<file path="config.mk">
export PLATFORM = sky130hd
export DESIGN_NAME = npcl_ram
export DESIGN_NICKNAME = d
export VERILOG_FILES = /design/src/hdl/nearest_palette_color_lookup_macros.svh /design/src/hdl/npcl_ram.sv
export SDC_FILE = /design/constraint.sdc
export NUM_CORES = 2
export LEC_CHECK = 0
export ABC_CLOCK_PERIOD_IN_PS = 7100
export BUFFER_PORTS_ARGS = -buffer_cell sky130_fd_sc_hd__buf_2
export CAP_MARGIN = 20
export CORE_MARGIN = 3
export CORE_UTILIZATION = 46
export DETAILED_ROUTE_END_ITERATION = 8
export PLACE_DENSITY = 0.71
export SYNTH_ARGS = -nofsm -noshare
export SYNTH_HDL_FRONTEND = slang
export SYNTH_SLANG_ARGS = --single-unit
</file>
<file path="constraint.sdc">
create_clock -name clk -period 7.1 [get_ports clk]
set_input_delay 1.065 -clock clk [delete_from_list [all_inputs] [get_ports clk]]
set_output_delay 1.065 -clock clk [all_outputs]
set_load 0.01 [all_outputs]
</file>
<file path="src/hdl/nearest_palette_color_lookup_macros.svh">
// ----------------------------------------------------------------------------
// Assertion macros for the nearest palette color lookup.
// Shared property wrappers with an active-low reset disable.
// ----------------------------------------------------------------------------
`ifndef NEAREST_PALETTE_COLOR_LOOKUP_MACROS_SVH
`define NEAREST_PALETTE_COLOR_LOOKUP_MACROS_SVH

// Same-cycle implication, disabled while reset is asserted.
`define NPCL_ASSERT_IMPL(label, clk, rst_n, ante, cons) \
  label: assert property (@(posedge clk) disable iff (!rst_n) (ante) |-> (cons)) \
    else $error("assertion failed");

// Next-cycle implication, disabled while reset is asserted.
`define NPCL_ASSERT_NEXT(label, clk, rst_n, ante, cons) \
  label: assert property (@(posedge clk) disable iff (!rst_n) (ante) |=> (cons)) \
    else $error("assertion failed");

`endif

</file>
<file path="src/hdl/npcl_ram.sv">
// ----------------------------------------------------------------------------
// npcl_ram
// Generic simple dual-port RAM, one write and one registered read port.
// ----------------------------------------------------------------------------
module npcl_ram #(
  parameter int WIDTH = 8,
  parameter int DEPTH = 256,
  localparam int AW = (DEPTH > 1) ? $clog2(DEPTH) : 1
) (
  input  logic             clk,
  input  logic             wr_en,
  input  logic [AW-1:0]    wr_addr,
  input  logic [WIDTH-1:0] wr_data,
  input  logic             rd_en,
  input  logic [AW-1:0]    rd_addr,
  output logic [WIDTH-1:0] rd_data
);

  logic [WIDTH-1:0] mem [DEPTH];

  always_ff @(posedge clk) begin
    if (wr_en) begin
      mem[wr_addr] <= wr_data;
    end
    if (rd_en) begin
      rd_data <= mem[rd_addr];
    end
  end

endmodule

</file>
==> Word level (Yosys, flattened, before mapping) <==
Memory sizes are Yosys's and may differ from the RTL's. A register that Yosys moved wholly into a read port is not among the register bits.
Cells that the tools add are included.
{ "word_totals": {"regBits": 0, "ram_bits": 2048, "in_bits": 27, "out_inout_bits": 8, "word_cells": 3, "n_memories": 1} }
{ "classes": {"mux": 2} }
{ "memory_table": {"columns": ["memory", "words", "word_bits", "read_ports", "rd_clocked_by_memory_dff", "write_ports", "line_no", "source"], "rows": [
  ["mem", 256, 8, 1, 1, 1, "npcl_ram.sv:19", "logic [WIDTH-1:0] mem [DEPTH];"]
]} }
{ "op_table": {"columns": ["op", "n"], "rows": [
  ["$mux 1", 2]
]} }

==> Logic depth before layout (Yosys ltp) <==
{ "depth": {"ltp_word": 2, "mapped_depth": 11, "depth_no_buf": 6} }

==> Least setup slack after synthesis <==
OpenSTA, ideal clock, no wires.
{ "synth_path": {"path_kind": "input to register", "startpoint": "input port rd_addr[0]", "endpoint": "register rd_data[2] (read register of mem) (data pin)", "t_arrival_ns": 2.872, "required_ns": 6.831, "path_slack_ns": 3.959, "path_stages": 9, "path_buffers": 4, "cell_sequence": "buf_6 -> buf_12 -> buf_8 -> buf_2 -> mux4_2 -> a22oi_1 -> a21oi_1 -> nor4_1 -> nor4_2"} }
{ "synth_lines": {"columns": ["item", "line_no", "source"], "rows": [
  ["from (decl)", "npcl_ram.sv:15", "input logic [AW-1:0] rd_addr,"],
  ["to (decl)", "npcl_ram.sv:16", "output logic [WIDTH-1:0] rd_data"]
]} }

==> flow_metrics.tcl <==
set metrics [dict create \
    antenna_found_initial 8 \
    worst_pin_slew_ns 1.185 \
    worstPathArrival_ns 4.56 \
    reg2reg_slack_ns 4.24 \
    seq_power_share 0.538 \
    grtUsageTotal 0.2129 \
    crit_start "rd_addr[0]" \
    die_x_um 422.1 \
    clk_pin_slew_worst_paths_ns 0.06 \
    swShare 0.2109 \
    skew_ns 0.05262 \
    die-area_um2 178200 \
    clock-sinks 2056 \
    p_sw_mw 5.255 \
    grt_max_degree 206 \
    clk_latency_ns 0.83 \
    drt_iter0_drc 5292 \
    final_cell_area_um2 88580 \
    synth-edff-count 2056 \
    synth_top_cell_by_area "edfxtp_1" \
    routedWlPerCell_um 30.21 \
    netlist_instances 3733 \
    ys_seq_elements 2056 \
    finalNetCount 3845 \
    path_common_cell "nor4_1" \
    crit_path_max_incr_delay_ns 0.76 \
    cts_buffers 197 \
    dp_hpwl_um 113500 \
    routed.top_layer "met5" \
    fin_setup_tns_ns 0 \
    critPathRequiredTime_ns 7.62 \
    yosys.cell_types.count 54 \
    postCtsSetupBuffers 0 \
    place_area_um2 82190 \
    first_pass_iters 5 \
    finalCritPeriodShare 0.5680 \
    combPwrFrac 0.046 \
    cts_tree "done" \
    ys.flop_type "edfxtp_1" \
    crit_path_end_kind "flip-flop" \
    wl_met3_um 19020 \
    ant_nets 0 \
    synthTopCellsByCount "2056 x edfxtp_1, 454 x mux4_2, 282 x nor2_1" \
    slew_viol_final 0 \
    ir_drop_v 0.0002798 \
    routed_wl_um 190000 \
    setup_viol 0 \
    hold_end "rd_data[7]" \
    rows 152 \
    r2r_start "mem[211][3]" \
    p_clk_frac 0.416 \
    critPathKind "input port to flip-flop" \
    intPower_mw 19.67 \
    ys_seq_area_frac 0.7753 \
    ys_warn_count 0 \
    reg2reg_to "rd_data[3]" \
    htree_levels 4 \
    gp_congestion 0.8299 \
    synthTopCellsByArea "edfxtp_1 78%, mux4_2 13%, mux2i_1 1.7%, nor2_1 1.3%, a22oi_1 1.3%" \
    max_freq_mhz 248.0 \
    core_um2 171900 \
    layout_min_cycle_time_ns 4.033 \
    finalHoldViolCount 0 \
    die_h_um 422.1 \
    syn_to_final_growth_pct 11.23 \
    syn-num-nets 3760 \
    hold_path_class "input port to flip-flop" \
    cts_resized 0 \
    pin_count 35 \
    relSlewSlack 0.2100 \
    avgSynthCellArea_um2 21.33 \
    total_power_mw 24.92 \
    p_per_area_nw_per_um2 281.3 \
    p_leak_nw 26.99 \
    rsz0062_at_grt "no" \
    synth_area_um2 79640 \
    synth_most_common_cell "edfxtp_1" \
    hold_depth 1 \
    status "completed" \
    cts_hold_buffers 0 \
    drive_gt1_frac 0.2144 \
    io_buffers 34 \
    clockBufferDepth 3 \
    cts-root-buf "clkbuf_16" \
    grt_pass1_vias 39020 \
    reg2reg_depth 6 \
    globalRouteOverflowTotal 0 \
    crit_path_start_kind "input port" \
    hold_path_startpoint "rd_en" \
    cp_max_fo 60 \
    synth_top_area_share 0.7753 \
    initial_core_util 0.4632 \
    nFillCells 13250 \
    synthArstFlopShare 0 \
    grt_pass1_wl_um 278000 \
    remaining_drc_errors 0 \
    via_count 39180 \
    crit_chain "buf_8 > buf_12 > buf_4 > mux4_2 > nor2b_1 > a211oi_1 > nor3_1 > nor4_1 > nor4_1" \
    met1Wirelength_um 74530 \
    critPathSlowestCell "nor4_1" \
    wl_met2_um 90550 \
    vias_per_cell 6.229 \
    maxCapViolCount 0 \
]
## metrics by stage
step | utilization | std cells | setup WS (ns) | hold slack, ns
after floorplan | - | 3733 | 3.959 | 0.8642
after global placement | 0.4777 | 5922 | 1.940 | 1.075
after detailed placement | 0.4780 | 5929 | 2.211 | 1.106
after CTS | 0.5152 | 6288 | 3.140 | 0.5920
after global routing | 0.5152 | 6289 | 2.908 | 0.6290
final | 0.5152 | 6290 | 3.067 | 0.6547
## worst max path at each step
stage / endpoint / cells after the start
2_1_floorplan: rd_data[2] / 9
3_3_place_gp: rd_data[0] / 7
3_5_place_dp: rd_data[7] / 7
4_1_cts: rd_data[1] / 9
5_1_grt: rd_data[1] / 9
6_report: rd_data[1] / 9
## worst max-delay path: cells and delay by family
family,cells,cell delay [ns]
buffers and inverters,3,1.39
and+or+nand+nor,4,1.15
muxes,1,0.56
AOI/OAI and AO/OA,1,0.22
## cells in the final DEF (no fill, tap or decap), types with 13 or more instances in the layout
cell / instances
edfxtp_1: 2056
o221ai_1: 46
o22ai_1: 28
nor2_1: 279
nor2b_1: 28
nand2_1: 33
nor4_1: 24
clkbuf_1: 46
nor3_1: 22
buf_12: 13
clkinv_2: 20
a221oi_1: 13
a211oi_1: 16
clkbuf_16: 197
a22oi_1: 133
nand3_1: 34
buf_4: 67
a21oi_1: 96
mux2i_1: 134
bufinv_16: 21
clkinv_1: 53
buf_2: 26
mux4_2: 454
## cell families (layout without fill, tap and decap cells)
logic type	after synthesis	in the layout	synth area share
and+or+nand+nor	466	466	0.02625
other	0	2	0
muxes	591	591	0.1460
AOI/OAI and AO/OA	385	385	0.03416
buffers and inverters	235	480	0.01829
DFF	2056	2056	0.7753
## state kept, by name, indices dropped and copies added, names as in the netlist
| name | cells |
|---|---|
| mem | 2048 |
| rd_data | 8 |
## cell type report
cell class,count,area [um2],share of cell area
inverter,2,7.507,0.00008475
clock buffer,243,5102,0.05760
timing repair buffer,119,1079,0.01218
sequential,2056,61740,0.6970
clock inverter,116,1282,0.01448
antenna,2,5.005,0.00005650
tap,2310,2890,0.03263
multi-input combinational,1442,16470,0.1860
## routing by layer
metal,vias to the layer above,track usage
met3,317,0.04556
met2,2210,0.3306
met1,20770,0.3048
met5,-,0
met4,2,0.06756
li1,15880,-
## power groups by stage
| stage | registers (mW) | logic, mW | clock network, mW |
|---|---|---|---|
| after global routing | 13.4 | 1.22 | 11.0 |
| final | 13.4 | 1.16 | 10.4 |
| after CTS | 13.4 | 1.16 | 10.5 |
| after global placement | 13.7 | 1.13 | 0 |
| after detailed placement | 13.7 | 1.15 | 0 |
| after floorplan | 13.7 | 0.650 | 0 |
Note: power is estimated with default switching activity, not from simulation.
